==> src/rtl/cse_pkg.sv <==
// shared types, widths and step table for the cubic spline evaluator
package cse_pkg;

    localparam int DEF_MAX_KNOTS = 16;
    localparam int ACC_W         = 136;  // signed working width of the numerator
    localparam int MUL_W         = 37;   // signed narrow multiplier operand
    localparam int PROD_W        = 70;   // 33 x 37 signed product
    localparam int DIV_W         = 36;   // divisor 6*|h|
    localparam int QUO_W         = 32;

    typedef struct packed {
        logic [31:0] g;
        logic [31:0] y;
        logic [31:0] x;
    } t_knot;

    typedef struct packed {
        logic       clear;     // start from an empty accumulator
        logic       from_acc;  // wide operand is the accumulator itself
        logic [2:0] nc;        // number of 32-bit chunks in the wide operand
        logic       sh32;      // product weighted by 2^32
    } t_mac_op;

    typedef enum logic [2:0] {
        ST_G0 = 3'd0,
        ST_G1 = 3'd1,
        ST_MB = 3'd2,
        ST_MA = 3'd3,
        ST_Y0 = 3'd4,
        ST_Y1 = 3'd5
    } t_step;

    function automatic t_mac_op step_op(input t_step s);
        t_mac_op o;
        o = '{clear: 1'b0, from_acc: 1'b0, nc: 3'd1, sh32: 1'b0};
        unique case (s)
            ST_G0: o.clear = 1'b1;
            ST_G1: o.clear = 1'b0;
            ST_MB: begin
                o.clear = 1'b1; o.from_acc = 1'b1; o.nc = 3'd3;
            end
            ST_MA: begin
                o.clear = 1'b1; o.from_acc = 1'b1; o.nc = 3'd4;
            end
            ST_Y0: o.sh32 = 1'b1;
            ST_Y1: o.sh32 = 1'b1;
            default: o.clear = 1'b1;
        endcase
        return o;
    endfunction

    function automatic t_step next_step(input t_step s);
        t_step n;
        unique case (s)
            ST_G0:   n = ST_G1;
            ST_G1:   n = ST_MB;
            ST_MB:   n = ST_MA;
            ST_MA:   n = ST_Y0;
            ST_Y0:   n = ST_Y1;
            default: n = ST_Y1;
        endcase
        return n;
    endfunction

endpackage

==> src/rtl/cse_div.sv <==
// restoring divider, one quotient bit per cycle, remainder preloaded below the divisor
module cse_div (
    input  logic                        i_clk,
    input  logic                        i_rst_n,
    input  logic                        i_start,
    input  logic [cse_pkg::DIV_W-1:0]   i_rem,
    input  logic [cse_pkg::QUO_W-1:0]   i_low,
    input  logic [cse_pkg::DIV_W-1:0]   i_div,
    output logic                        o_busy,
    output logic                        o_done,
    output logic [cse_pkg::QUO_W-1:0]   o_quo
);

    localparam int DW = cse_pkg::DIV_W;
    localparam int QW = cse_pkg::QUO_W;

    logic [DW-1:0]          r_rem;
    logic [DW-1:0]          r_d;
    logic [QW-1:0]          r_q;
    logic [$clog2(QW)-1:0]  r_cnt;
    logic                   r_busy;
    logic                   r_done;

    logic [DW:0] rem2;
    logic        ge;

    always_comb begin
        rem2 = {r_rem, r_q[QW-1]};
        ge   = (rem2 >= {1'b0, r_d});
    end

    always_ff @(posedge i_clk) begin
        if (!i_rst_n) begin
            r_busy <= 1'b0;
            r_done <= 1'b0;
            r_cnt  <= '0;
        end else begin
            // pulse after the last quotient bit
            r_done <= ~i_start & r_busy & (r_cnt == '1);
            if (i_start) begin
                r_rem  <= i_rem;
                r_q    <= i_low;
                r_d    <= i_div;
                r_cnt  <= '0;
                r_busy <= 1'b1;
            end else if (r_busy) begin
                r_rem <= ge ? DW'(rem2 - {1'b0, r_d}) : rem2[DW-1:0];
                r_q   <= {r_q[QW-2:0], ge};
                r_cnt <= r_cnt + 1'b1;
                if (r_cnt == '1) begin
                    r_busy <= 1'b0;
                end
            end
        end
    end

    assign o_busy = r_busy;
    assign o_done = r_done;
    assign o_quo  = r_q;

endmodule

==> config.mk <==
export PLATFORM = sky130hd
export DESIGN_NAME = cse_div
export DESIGN_NICKNAME = d
export VERILOG_FILES = /design/src/rtl/cse_pkg.sv /design/src/rtl/cse_div.sv
export SDC_FILE = /design/constraint.sdc
export NUM_CORES = 1
export LEC_CHECK = 0
export BUFFER_PORTS_ARGS = -buffer_cell sky130_fd_sc_hd__buf_2
export CORE_ASPECT_RATIO = 1.2
export CORE_MARGIN = 2
export CORE_UTILIZATION = 55
export CTS_BUF_LIST = sky130_fd_sc_hd__clkbuf_16
export DETAILED_ROUTE_END_ITERATION = 12
export PLACE_DENSITY = 0.85
export SYNTH_ARGS = -nofsm -noshare
export SYNTH_HDL_FRONTEND = slang
export SYNTH_SLANG_ARGS = --single-unit
==> constraint.sdc <==
create_clock -name i_clk -period 7.6 [get_ports i_clk]
set_input_delay 1.52 -clock i_clk [delete_from_list [all_inputs] [get_ports i_clk]]
set_output_delay 1.52 -clock i_clk [all_outputs]
set_load 0.01 [all_outputs]
# After elaboration in Yosys (flattened, before gate mapping)
# Cells that the tools add are included.
dict set report op_classes {
  magnitude_cmp 1
  n_reduce_logical 4
  add_sub_neg 2
  n_mux 8
  bitwise_logic 4
  n_eq_ne 1
}
# op count
set op_table {}
lappend op_table {{$mux 36} 3}
lappend op_table {{$mux 32} 2}
lappend op_table {{$ge 37x36->1} 1}
lappend op_table {{$sub 36x36->36} 1}
lappend op_table {{$add 5x1->5 const B} 1}
lappend op_table {{$eq 5x5->1 const B} 1}
lappend op_table {{$reduce_and 2->1} 2}
lappend op_table {{$mux 1} 3}
lappend op_table {{$and 1x1->1} 2}
lappend op_table {{$not 1->1} 2}
lappend op_table {{$reduce_bool 2->1} 1}
lappend op_table {{$reduce_or 2->1} 1}
dict set report totals {
  register_bits 111
  elab_cells 26
  input_bits 107
  out_inout_bits 34
}

# Depth between registers and ports, before layout
dict set report logic_depth {
  depth_word 4
  ltp_mapped 13
  depth_no_buf 13
}

# Worst setup path after synthesis
# Ideal clock, no wire load.
dict set report synth_path {
  kind {input-to-reg}
  startpoint {input port i_start}
  endpoint {register r_q[0] (netlist: o_quo[0]), enable pin}
  setup_slack_ns 3.454
  path_buffers 2
  required_time_ns 7.168
  arrival_ns 3.714
  setup_time_ns 0.432
  path_stages 3
  path_cell_list {clkbuf_1 buf_1 o21a_1}
}
dict set report synth_via {
  elab_chain_cells 2
}
# element line
set synth_lines {}
lappend synth_lines {{start: declaration} cse_div.sv:5} ;# input logic i_start,
lappend synth_lines {{$reduce_bool 2->1 (no source line)} --}
lappend synth_lines {{$reduce_and 2->1 (no source line)} --}
lappend synth_lines {{end signal: assignment} cse_div.sv:42} ;# r_q <= i_low;
lappend synth_lines {{end signal: assignment} cse_div.sv:48} ;# r_q <= {r_q[QW-2:0], ge};
lappend synth_lines {{end: declaration} cse_div.sv:19} ;# logic [QW-1:0] r_q;
# Every way passes these cells.
# A chain may end at the register's enable or synchronous reset.

# Worst setup path in the final report
dict set report layout_path {
  startpoint {register r_rem[7]}
  endpoint {register r_rem[19], data pin}
}
dict set report layout_via {
  elab_chain_cells 4
  word_cells_on_any_way 5
  classes_between {add/sub: 1; order compare: 1; mux: 3}
}
# element line
set layout_lines {}
lappend layout_lines {{start: declaration} cse_div.sv:17} ;# logic [DW-1:0] r_rem;
lappend layout_lines {{start signal: assignment} cse_div.sv:41} ;# r_rem <= i_rem;
lappend layout_lines {{start signal: assignment} cse_div.sv:47} ;# r_rem <= ge ? DW'(rem2 - {1'b0, r_d}) : rem2[DW-1:0];
lappend layout_lines {{$sub 36x36->36 or $ge 37x36->1 (tied branches)} {cse_div.sv:47, cse_div.sv:29}}
lappend layout_lines {{$mux 36 (*)} cse_div.sv:47}
lappend layout_lines {{$mux 36 (*)} cse_div.sv:46} ;# end else if (r_busy) begin
lappend layout_lines {{$mux 36 (*)} cse_div.sv:40} ;# if (i_start) begin
# Every way passes the cells marked *; elsewhere a longest branch is shown, timed or not. The select of a mux whose other input is x is not followed.

==> flow_summary_export.csv <==
group,metric,value,unit
pwr,clkPwrFrac,26.8,%
setup_path,worstPathRequired,7.66,ns
synth,synth.area.top_cells,"edfxtp_1 47%, ha_1 7.1%, mux2_2 5.6%",
setup_path,crit_chain,"ha_1 -> nand3_2 -> or3_1 -> a31o_1 -> a21o_1 -> a311oi_2 -> nor3_2 -> nor2_8 -> mux2i_1 -> a21oi_1",
clock_network,ctsHoldBuffers,0,
floorplanning,start_util,55.8,%
finish,area_growth,16.7,%
clock_network,clock_sinks,111,
synth,synth_top_family_by_area,"compound AO/OA/AOI/OAI gates",
finish,utilization,65.2,%
setup_path,crit_path_start_kind,"flop",
detailed_routing,drt_iter0_drc,323,
placed_design,gp_congestion,0.941,
run_status,status,"completed",
finish,instances_no_fill,904,
pwr,swShare,30.6,%
global_route,grt_overflow,0,
timing,max_slew_margin,44.3,%
placed_design,hpwl,10600,um
floorplanning,row_count,44,
setup_path,ff2ff_setup_slack,3.85,ns
floorplanning,dieArea,13000,um2
detailed_routing,vias,5161,
setup_path,r2r-start,"r_rem[7]$_DFFE_PP_",
detailed_routing,wl,14800,um
detailed_routing,dr.pass1.iters,4,
timing,setup_slack,3.85,ns
synth,yosys.area_share.simple,10.6,%
timing,fin_crit_sh,49.3,%
pwr,p_leak,3.34,nW
setup_path,cp_max_fo,36,
placed_design,placed_area,7500,um2
global_route,track_usage,22.8,%
synth,synth_seq_cells,111,
synth,synth.top_cell.area_share,46.8,%
pwr,pwr-share-seq,44.9,%
floorplanning,boundaryPins,141,
finish,layout-drive-gt1-share,27.9,%
synth,synthArstFlopShare,0,%
finish,layout_commonest_cell,"buf_2",
finish,final_cell_mix,"140 x buf_2, 104 x edfxtp_1, 50 x inv_1, 50 x nor2_1, 50 x a21oi_1",
clock_network,postCtsSetupRepairBufs,0,
synth,synth_seq_area_share,48.9,%
synth,syn_nets,748,
synth,synth.distinct_cells,65,
synth,synth_area_leader_cell,"edfxtp_1",
clock_network,clk_latency,0.36,ns
global_route,antenna_found_initial,0,
finish,stdcell_area,7780,um2
placed_design,post-place-ws,3.68,ns
pwr,p_per_area,216,nW/um2
synth,syn_area_per_cell,11.1,um2
synth,syn_area,6670,um2
setup_path,cp_slowest_cell,"nor2_8",
timing,finalSetupViolCount,0,
worst_hold_path,hp-class,"flop to flop",
detailed_routing,wl_per_cell,16.4,um
synth,ys_warn_count,0,
clock_network,clk_pin_slew,0.07,ns
timing,min_period,3.75,ns
detailed_routing,ant_nets,0,
setup_path,r2r_cells,10,
worst_hold_path,worstHoldStart,"r_cnt[3]$_SDFFE_PP0P_",
pwr,power,1.68,mW
setup_path,critPathKind,"flop to flop",
timing,fmax,0.267,GHz
setup_path,cp-end-kind,"flop",
clock_network,htreeDepth,3,
synth,synthMuxAreaShare,9.62,%
detailed_routing,drc,0,
floorplanning,fp.dieW,105,um
synth,synth_compound_area_share,15.0,%
synth,synth_top_flop_cell,"edfxtp_1",
floorplanning,fp.dieH,125,um
worst_hold_path,hold_depth,2,
worst_hold_path,hold-path-endpoint,"r_cnt[3]$_SDFFE_PP0P_",
placed_design,port-buffer-count,140,
timing,finalHoldViolations,0,
clock_network,clock_path_buffers,2,
pwr,combPwrFrac,28.3,%
synth,synth_edf_count,104,
global_route,grt_pass1_wl,24200,um
clock_network,cts_tree,"done",
pwr,vdd_drop_max,0.152,mV
timing,worst_slew_pin_slew,0.835,ns
global_route,grt_max_degree,64,
pwr,p_int,1.17,mW
pwr,p_sw,0.515,mW
timing,finalSetupTns,0,ns
clock_network,cts_buffers,9,
detailed_routing,vias_per_cell,5.71,
global_route,grt_pass1_vias,5363,
setup_path,rr_endpoint,"r_rem[19]$_DFFE_PP_",
floorplanning,core_area,11900,um2
finish,nets,883,
synth,synthXorXnorAreaFrac,4.20,%
finish,fillers,928,
timing,rsz0062_at_grt,"false",
placed_design,place_inst,887,
setup_path,critPathMaxStageDelay,0.60,ns
timing,hold_slack,0.537,ns
timing,slew_violations,0,
synth,synthAdderAreaFrac,7.43,%
synth,synthCells,602,
timing,fin_worst_skew,0.00692,ns
setup_path,cp.arrival,3.81,ns
clock_network,post_cts_resized,0,
clock_network,cts-root-buf,"clkbuf_16",
run,maxCapViolCount,0,
## power groups by stage
stage	sequential, mW	clock, mW	combinational [mW]
after floorplan	0.766	0	0.355
after global placement	0.765	0	0.454
after detailed placement	0.767	0	0.468
after CTS	0.754	0.459	0.474
after global routing	0.760	0.477	0.526
final	0.754	0.451	0.476
## critical path: cells and delay by family, from the launching register on
family                   cells  cell delay (ns)
AO/OA/AOI/OAI                4             0.95
AND/OR/NAND/NOR              4             1.31
flip-flops                   1             0.41
adder cells (fa/ha/maj)      1             0.43
multiplexers                 1             0.32
## flip-flops by register name (all words and copies together) (netlist names)
| register | count |
|---|---|
| r_d | 36 |
| r_rem | 36 |
| o_quo | 32 |
| r_cnt | 5 |
| o_busy | 1 |
| o_done | 1 |
## routing by layer
metal | up-vias | share of wire, % | global-route usage, %
li1 | 2501 | - | -
met1 | 2467 | 42 | 27.6
met2 | 164 | 51 | 40.3
met3 | 29 | 5.6 | 5.08
met4 | 0 | 2.0 | 6.84
met5 | - | 0 | 0
## cell type report
cell class	count	area, um2	area share [%]
clock inverter	7	53.8	0.691
multi-input combinational	421	3120	40.1
sequential	111	3260	41.9
clock buffer	9	225	2.89
inverter	51	191	2.46
tap	161	201	2.59
timing repair buffer	143	723	9.29
antenna	1	2.50	0.0321
## Yosys cell counts (all sizes together) (11+ instances only)
library cell and instances:
a21o 16, a21oi 51, a31oi 11, edfxtp 104, ha 38, inv 51, mux2 33, mux2i 27
nand2 26, nor2 51, o21ai 27, xnor2 21, xor2 11
## cell families (layout without fill, tap and decap cells)
group / after synthesis / after routing
flip-flops: 111 / 111
multiplexers: 60 / 60
adder cells (fa/ha/maj): 39 / 39
AO/OA/AOI/OAI: 151 / 151
XOR/XNOR: 32 / 32
other: 0 / 1
AND/OR/NAND/NOR: 139 / 139
buffers and inverters: 70 / 210
## worst max path at each step
stage	from	end	slack (ns)	cells past startpoint
4_1_cts	r_rem[7]$_DFFE_PP_	r_rem[19]$_DFFE_PP_	3.86	10
3_3_place_gp	i_start	o_quo[7]$_DFFE_PP_	3.80	4
2_1_floorplan	i_start	o_quo[0]$_DFFE_PP_	3.45	3
5_1_grt	r_rem[7]$_DFFE_PP_	r_rem[19]$_DFFE_PP_	3.64	10
6_report	r_rem[7]$_DFFE_PP_	r_rem[19]$_DFFE_PP_	3.85	10
3_5_place_dp	i_start	o_quo[18]$_DFFE_PP_	3.68	4
(Power assumes the default switching activity.)
