[src/rtl/cse_pkg.sv]
// shared types, widths and step table for the cubic spline evaluator
package cse_pkg;

    localparam int DEF_MAX_KNOTS = 16;
    localparam int ACC_W         = 136;  // signed working width of the numerator
    localparam int MUL_W         = 37;   // signed narrow multiplier operand
    localparam int PROD_W        = 70;   // 33 x 37 signed product
    localparam int DIV_W         = 36;   // divisor 6*|h|
    localparam int QUO_W         = 32;

    typedef struct packed {
        logic [31:0] g;
        logic [31:0] y;
        logic [31:0] x;
    } t_knot;

    typedef struct packed {
        logic       clear;     // start from an empty accumulator
        logic       from_acc;  // wide operand is the accumulator itself
        logic [2:0] nc;        // number of 32-bit chunks in the wide operand
        logic       sh32;      // product weighted by 2^32
    } t_mac_op;

    typedef enum logic [2:0] {
        ST_G0 = 3'd0,
        ST_G1 = 3'd1,
        ST_MB = 3'd2,
        ST_MA = 3'd3,
        ST_Y0 = 3'd4,
        ST_Y1 = 3'd5
    } t_step;

    function automatic t_mac_op step_op(input t_step s);
        t_mac_op o;
        o = '{clear: 1'b0, from_acc: 1'b0, nc: 3'd1, sh32: 1'b0};
        unique case (s)
            ST_G0: o.clear = 1'b1;
            ST_G1: o.clear = 1'b0;
            ST_MB: begin
                o.clear = 1'b1; o.from_acc = 1'b1; o.nc = 3'd3;
            end
            ST_MA: begin
                o.clear = 1'b1; o.from_acc = 1'b1; o.nc = 3'd4;
            end
            ST_Y0: o.sh32 = 1'b1;
            ST_Y1: o.sh32 = 1'b1;
            default: o.clear = 1'b1;
        endcase
        return o;
    endfunction

    function automatic t_step next_step(input t_step s);
        t_step n;
        unique case (s)
            ST_G0:   n = ST_G1;
            ST_G1:   n = ST_MB;
            ST_MB:   n = ST_MA;
            ST_MA:   n = ST_Y0;
            ST_Y0:   n = ST_Y1;
            default: n = ST_Y1;
        endcase
        return n;
    endfunction

endpackage

[src/rtl/cse_mac.sv]
// chunked multiply-accumulate: wide signed operand times narrow signed factor
module cse_mac (
    input  logic                            i_clk,
    input  logic                            i_rst_n,
    input  logic                            i_start,
    input  cse_pkg::t_mac_op                i_op,
    input  logic [31:0]                     i_x,
    input  logic signed [cse_pkg::MUL_W-1:0] i_m,
    output logic                            o_busy,
    output logic                            o_done,
    output logic [cse_pkg::ACC_W-1:0]       o_acc
);

    localparam int AW = cse_pkg::ACC_W;
    localparam int PW = cse_pkg::PROD_W;

    logic [AW-1:0]                  r_x;
    logic [AW-1:0]                  r_acc;
    logic signed [cse_pkg::MUL_W-1:0] r_m;
    logic [1:0]                     r_k;
    logic [2:0]                     r_nc;
    logic                           r_sh;
    logic                           r_issue;
    logic                           r_pv;
    logic                           r_plast;
    logic signed [PW-1:0]           r_p;
    logic [2:0]                     r_pk;
    logic                           r_done;

    logic [31:0]       chunk;
    logic              last_chunk;
    logic signed [32:0] xs;
    logic [AW-1:0]     pe;
    logic [AW-1:0]     pshift;

    always_comb begin
        case (r_k)
            2'd0:    chunk = r_x[31:0];
            2'd1:    chunk = r_x[63:32];
            2'd2:    chunk = r_x[95:64];
            default: chunk = r_x[127:96];
        endcase
        last_chunk = ({1'b0, r_k} == (r_nc - 3'd1));
        // only the top chunk carries the sign
        xs = {(last_chunk & chunk[31]), chunk};
        pe = {{(AW-PW){r_p[PW-1]}}, r_p};
        case (r_pk)
            3'd0:    pshift = pe;
            3'd1:    pshift = pe << 32;
            3'd2:    pshift = pe << 64;
            3'd3:    pshift = pe << 96;
            default: pshift = pe << 128;
        endcase
    end

    always_ff @(posedge i_clk) begin
        if (!i_rst_n) begin
            r_issue <= 1'b0;
            r_pv    <= 1'b0;
            r_plast <= 1'b0;
            r_done  <= 1'b0;
            r_k     <= '0;
        end else begin
            r_done <= r_pv & r_plast;
            if (r_pv) begin
                r_acc <= r_acc + pshift;
            end
            if (i_start) begin
                r_x     <= i_op.from_acc ? r_acc : {{(AW-32){i_x[31]}}, i_x};
                if (i_op.clear) begin
                    r_acc <= '0;
                end
                r_m     <= i_m;
                r_nc    <= i_op.nc;
                r_sh    <= i_op.sh32;
                r_k     <= '0;
                r_issue <= 1'b1;
                r_pv    <= 1'b0;
            end else if (r_issue) begin
                r_p     <= xs * r_m;
                r_pk    <= {1'b0, r_k} + {2'b0, r_sh};
                r_pv    <= 1'b1;
                r_plast <= last_chunk;
                r_k     <= r_k + 2'd1;
                if (last_chunk) begin
                    r_issue <= 1'b0;
                end
            end else begin
                r_pv    <= 1'b0;
            end
        end
    end

    assign o_busy = r_issue | r_pv;
    assign o_done = r_done;
    assign o_acc  = r_acc;

endmodule

[config.mk]
export PLATFORM = sky130hd
export DESIGN_NAME = cse_mac
export DESIGN_NICKNAME = d
export VERILOG_FILES = /design/src/rtl/cse_pkg.sv /design/src/rtl/cse_mac.sv
export SDC_FILE = /design/constraint.sdc
export NUM_CORES = 2
export LEC_CHECK = 0
export ABC_CLOCK_PERIOD_IN_PS = 15600
export BUFFER_PORTS_ARGS = -buffer_cell sky130_fd_sc_hd__buf_2
export CORE_ASPECT_RATIO = 2
export CORE_MARGIN = 2
export CORE_UTILIZATION = 35
export DETAILED_ROUTE_END_ITERATION = 7
export PLACE_DENSITY = 0.62
export RECOVER_POWER = 25
export SETUP_SLACK_MARGIN = 0.5
export SLEW_MARGIN = 20
export SYNTH_ARGS = -nofsm -noshare
export SYNTH_HDL_FRONTEND = slang
export SYNTH_SLANG_ARGS = --single-unit
[constraint.sdc]
create_clock -name i_clk -period 15.6 [get_ports i_clk]
set_input_delay 3.12 -clock i_clk [delete_from_list [all_inputs] [get_ports i_clk]]
set_output_delay 3.12 -clock i_clk [all_outputs]
set_load 0.1 [all_outputs]
# Word-level counts from Yosys, hierarchy flattened
# Index checks and enable logic that the tools add are counted.
# totals
reg_bits	384
in_bits	78
output_inout_bits	138
word_cells	44
# op_classes
n_addsub	4
n_mul	1
eq_ne	6
mux	10
bitwise_logic	5
reduce_logical	6
# op_table
cell	n
136-bit one-hot mux with 4 select lines	1
136-bit 2-to-1 mux	3
136-bit adder	1
128-bit 2-to-1 mux	1
32-bit one-hot mux with 3 select lines	1
33-bit by 37-bit multiplier with 70-bit output	1
3-bit by 2-bit == test with 1-bit output (second input constant)	2
1-bit 2-to-1 mux	4
2-bit AND reduction	2
2-bit by 1-bit adder with 3-bit output	1
2-bit by 3-bit == test with 1-bit output	1
3-bit by 1-bit == test with 1-bit output (second input constant)	1
3-bit zero test	1
3-bit AND reduction	1
3-bit by 1-bit subtractor with 3-bit output (second input constant)	1
2-bit by 1-bit adder with 2-bit output (second input constant)	1
1-bit AND	2
2-bit by 1-bit == test with 1-bit output (second input constant)	1
2-bit == test (second input constant)	1
2-bit zero test	1
1-bit inverter	2
2-bit OR reduction	1
1-bit bitwise OR	1

# Longest topological paths before layout
# depth
word_depth	6
mapped_depth	39

# Least setup slack after synthesis
# No wires, ideal clock.
# synth_path
kind	reg-to-reg
start	register r_k[0]
end	register r_p[68], data pin
setup_ps	263
t_arrival_ps	9216
setup_slack_ps	6121
path_stages_with_launch	36
path_buffers	4
synth_period_minus_slack_ps	9479
cell_sequence	dfxtp_1 -> ha_1 -> clkbuf_1 -> buf_1 -> mux2i_1 -> clkbuf_1 -> nand2_1 -> fa_1 -> inv_1 -> fa_1 -> fa_1 -> inv_1 -> fa_1 -> inv_1 -> fa_1 -> fa_1 -> fa_1 -> inv_1 -> fa_1 -> inv_1 -> ha_1 -> buf_6 -> a21oi_2 -> o21bai_1 -> a31o_1 -> a221oi_1 -> o21ai_1 -> a221o_1 -> and2_1 -> a21o_1 -> a31oi_2 -> a21oi_1 -> a21o_1 -> a21o_1 -> a311oi_1 -> xnor2_1
# synth_via
elab_chain_cells	4
# synth_lines
element	line	rtl
start, declared	cse_mac.sv:20	logic [1:0] r_k;
start signal, assigned	cse_mac.sv:84	r_k <= r_k + 2'd1;
2-bit == test, or another cell as far along	cse_mac.sv:37	case (r_k)
32-bit one-hot mux with 3 select lines	cse_mac.sv:37	
1-bit AND	cse_mac.sv:45	xs = {(last_chunk & chunk[31]), chunk};
33-bit by 37-bit multiplier with 70-bit output (*)	cse_mac.sv:80	r_p <= xs * r_m;
end signal, assigned	cse_mac.sv:80	
end, declared	cse_mac.sv:26	logic signed [PW-1:0] r_p;
# Mark *: on every way between the ends. The rest lies on a longest branch, timed or not.
# A chain may end at the register's enable or synchronous reset.

# Worst setup path after layout
# Same ends and word-level chain as after synthesis.

==> out/summary.md <==
### Outcome
* **outcome** finished with violations
* **failing checks** DRC, capacitance limit, slew limit

### Logic synthesis
* **async set-or-reset flop fraction in the synthesized netlist** 0%
* **yosys synthesis warning count** 0
* **compound-cell area share of the yosys netlist** 9.58%
* **xor/xnor cell area share of the yosys netlist** 2.69%
* **count of flip-flops with a built-in enable after synthesis** 378
* **post-synthesis sequential element count** 384
* **sequential-to-total area share from yosys stat** 16.9%
* **Synth Area per Inst** 9.45 µm²
* **area fraction of the dominant cell type after synthesis** 37.6%
* **most common cell in the netlist** sky130_fd_sc_hd__inv_1
* **total nets after synthesis** 8876
* **Synth cell types** 82
* **Synth Cell Area** 0.0677 mm²
* **post-synthesis share of cell area spent on full adders, half adders and majority gates** 44.3%
* **leading post-synthesis cells by cell area** sky130_fd_sc_hd__fa_1 38%, sky130_fd_sc_hd__edfxtp_1 17%, sky130_fd_sc_hd__inv_1 7.3%, sky130_fd_sc_hd__ha_1 6.8%, sky130_fd_sc_hd__nand2_1 6.0%
* **combinational family with the most area after synthesis** adder cells
* **most used standard cells in the synthesized netlist** 1309 x sky130_fd_sc_hd__inv_1, 1270 x sky130_fd_sc_hd__fa_1, 1089 x sky130_fd_sc_hd__nand2_1
* **most common flop cell mapped by yosys** sky130_fd_sc_hd__edfxtp_1
* **top cell type by total area after synthesis** sky130_fd_sc_hd__fa_1
* **instance count of the mapped netlist** 7161
* **multiplexer share of the synthesized area** 2.59%
* **simple-gate area share of the yosys netlist** 14.3%

### Critical path
* **Crit path top cell by count** sky130_fd_sc_hd__fa_1
* **slowest CP cell** sky130_fd_sc_hd__clkbuf_1
* **family with the most delay on the worst path** adder cells
* **sort of element at the start of the critical path** flop
* **slowest stage delay, CP** 1.52 ns
* **data required time at the worst endpoint** 16.04 ns
* **Arrival @ worst endpoint** 12.69 ns
* **kind of end point of the critical path** flop
* **largest fanout on the critical path** 32
* **Bufs and invs on worst path** 8
* **kind of critical path** flop to flop

### CTS
* **sink count of the clock tree** 384
* **Clock Path Buffers** 3
* **master cell of the clock root buffer** sky130_fd_sc_hd__clkbuf_16
* **clock latency on the worst-skew pair** 0.69 ns
* **Post CTS Setup Buffer Count** 0
* **number of gates resized after CTS** 0
* **Clock transition at path regs** 0.07 ns
* **CTS Hold Bufs** 0
* **TritonCTS clock tree** built
* **number of buffers added by the clock tree synthesis step** 42
* **count of H-tree levels built during CTS** 2

### Global route
* **global-route wire length before repair** 400 mm
* **via count of the first global-routing pass** 58600
* **maximum number of pins on one net before global-route repair** 75
* **sum of overflow across all layers after global routing** 0
* **antenna violations before repair** 19
* **total routing usage reported by global routing** 28.5%

### Floorplan
* **die width** 315 µm
* **# rows** 228
* **die area** 0.197 mm²
* **initial core utilization** 35.2%
* **num ports** 216
* **core region area** 0.193 mm²
* **height of the die** 626 µm

### STA
* **count of final max-slew check failures** 270
* **upper clock frequency limit** 81.6 MHz
* **Worst Max-Slew Pin Slew** 4.48 ns
* **clock tree skew after final layout** 0.0523 ns
* **Period Utilization, post-route** 78.6%
* **setup TNS** 0 ns
* **max-slew headroom at the worst pin** -199%
* **Final setup violation count** 0
* **unrepaired setup endpoints after global routing** no
* **hold violation total from the final report** 0
* **final critical path time including I/O delays and setup** 12.26 ns

### Placed design
* **count of placed standard cells including taps** 9608
* **port buffer count** 215
* **final estimated routing congestion in global placement** 1.02
* **Post-DP HPWL** 214 mm

### Routing
* **ANT nets after route** 0
* **final routed wirelength across all metal layers** 281 mm
* **DRC errors left** 1
* **Avg WL per Cell** 28.9 µm
* **post-detailed-route via-to-cell ratio** 5.58
* **via count** 54100
* **Pre-antenna DRT Iters** 8
* **detailed router's first-iteration violation count** 4296

### Min path
* **worst hold path type** flop to flop

### Finish
* **post-layout instance count excluding filler cells** 9694
* **final standard cell utilization of the core** 37.9%
* **layout cells sized above 1** 6.25%
* **area growth from synthesis to final layout** 7.89%
* **number of nets in the finished design** 8837
* **fill count** 19300

### Job
* **max cap viols** 6

through the flow:
| step | instance area [µm²] | hold slack, ns | worst slack (ns) |
|---|---|---|---|
| floorplan | 67700 | 0.446 | 6.12 |
| global route | 73000 | 0.533 | 2.98 |
| detailed placement | 71600 | 0.507 | 4.58 |
| CTS | 73100 | 0.476 | 4.59 |
| finish | 73000 | 0.492 | 3.34 |
| global placement | 71600 | 0.513 | 4.62 |
cell families after synthesis:
logic type	Yosys count
DFF	384
AOI/OAI and AO/OA	947
adders and majority gates	1637
and+or+nand+nor	2104
muxes	171
buffers and inverters	1710
xor gates and xnor gates	208
worst register-to-register path: cells and delay by family, from the launching register on:
family | cells | cell delay [ns]
AO/OA/AOI/OAI | 10 | 2.56
XOR/XNOR | 1 | 0.09
adder cells (fa/ha/maj) | 10 | 4.25
buffers and inverters | 8 | 2.68
multiplexers | 1 | 1.04
flip-flops | 1 | 0.52
AND/OR/NAND/NOR | 4 | 0.89
final timing paths:
kind                                           start                end  slack, ns  cells past startpoint
worst min-delay path            r_plast$_SDFFE_PN0P_  o_done$_SDFF_PN0_       0.49                      1
worst max-delay path             r_k[0]$_SDFFE_PP0P_  r_p[68]$_DFFE_PP_       3.34                     34
worst min register to register  r_plast$_SDFFE_PN0P_  o_done$_SDFF_PN0_       0.49                      1
worst max register to register   r_k[0]$_SDFFE_PP0P_  r_p[68]$_DFFE_PP_       3.34                     34
layer usage:
metal  vias to the layer above  global-route usage (%)  share of wire [%]
li1                      22500                       -                  -
met1                     27600                    27.1                 30
met2                      2770                    50.8                 51
met3                      1156                    5.11                6.8
met4                        12                    27.2                 12
met5                         -                  0.0250              0.026
final cells by class:
| class | count | area [µm²] | share of cell area, % |
|---|---|---|---|
| clock buffer | 50 | 1110 | 1.52 |
| sequential | 384 | 11500 | 15.7 |
| inverter | 1310 | 4920 | 6.73 |
| clock inverter | 27 | 322 | 0.440 |
| tap | 2530 | 3170 | 4.33 |
| timing repair buffer | 317 | 1800 | 2.47 |
| antenna | 9 | 22.5 | 0.0308 |
| multi-input combinational | 5067 | 50200 | 68.8 |
cells in the final DEF, fill, tap and decap left out, drive strengths merged, types with 14 or more instances in the layout:
cell type / instances
inv: 1315
fa: 1270
nand2: 1089
and2: 489
edfxtp: 378
ha: 367
buf: 293
a21oi: 277
nor2: 274
a21o: 171
o21ai: 153
mux2i: 139
xnor2: 128
xor2: 80
clkbuf: 74
nand4: 69
a221o: 60
o21bai: 48
a22o: 42
nor3: 42
a222oi: 32
nand3: 32
mux2: 32
and3: 26
a211oi: 25
a31oi: 24
o21a: 18
nor2b: 15
nand2b: 15
o31ai: 14
flip-flops by register name, indices dropped and copies added, names as in the netlist:
signal and cells:
r_nc 3, r_sh 1, r_p 70, r_pv 1
r_x 128, r_pk 3, r_k 2, o_acc 136
o_done 1, r_plast 1, r_issue 1, r_m 37
Power is left out: the tool's default activity adds up to more than one toggle a clock period on the data nets, which glitch-free logic cannot reach.
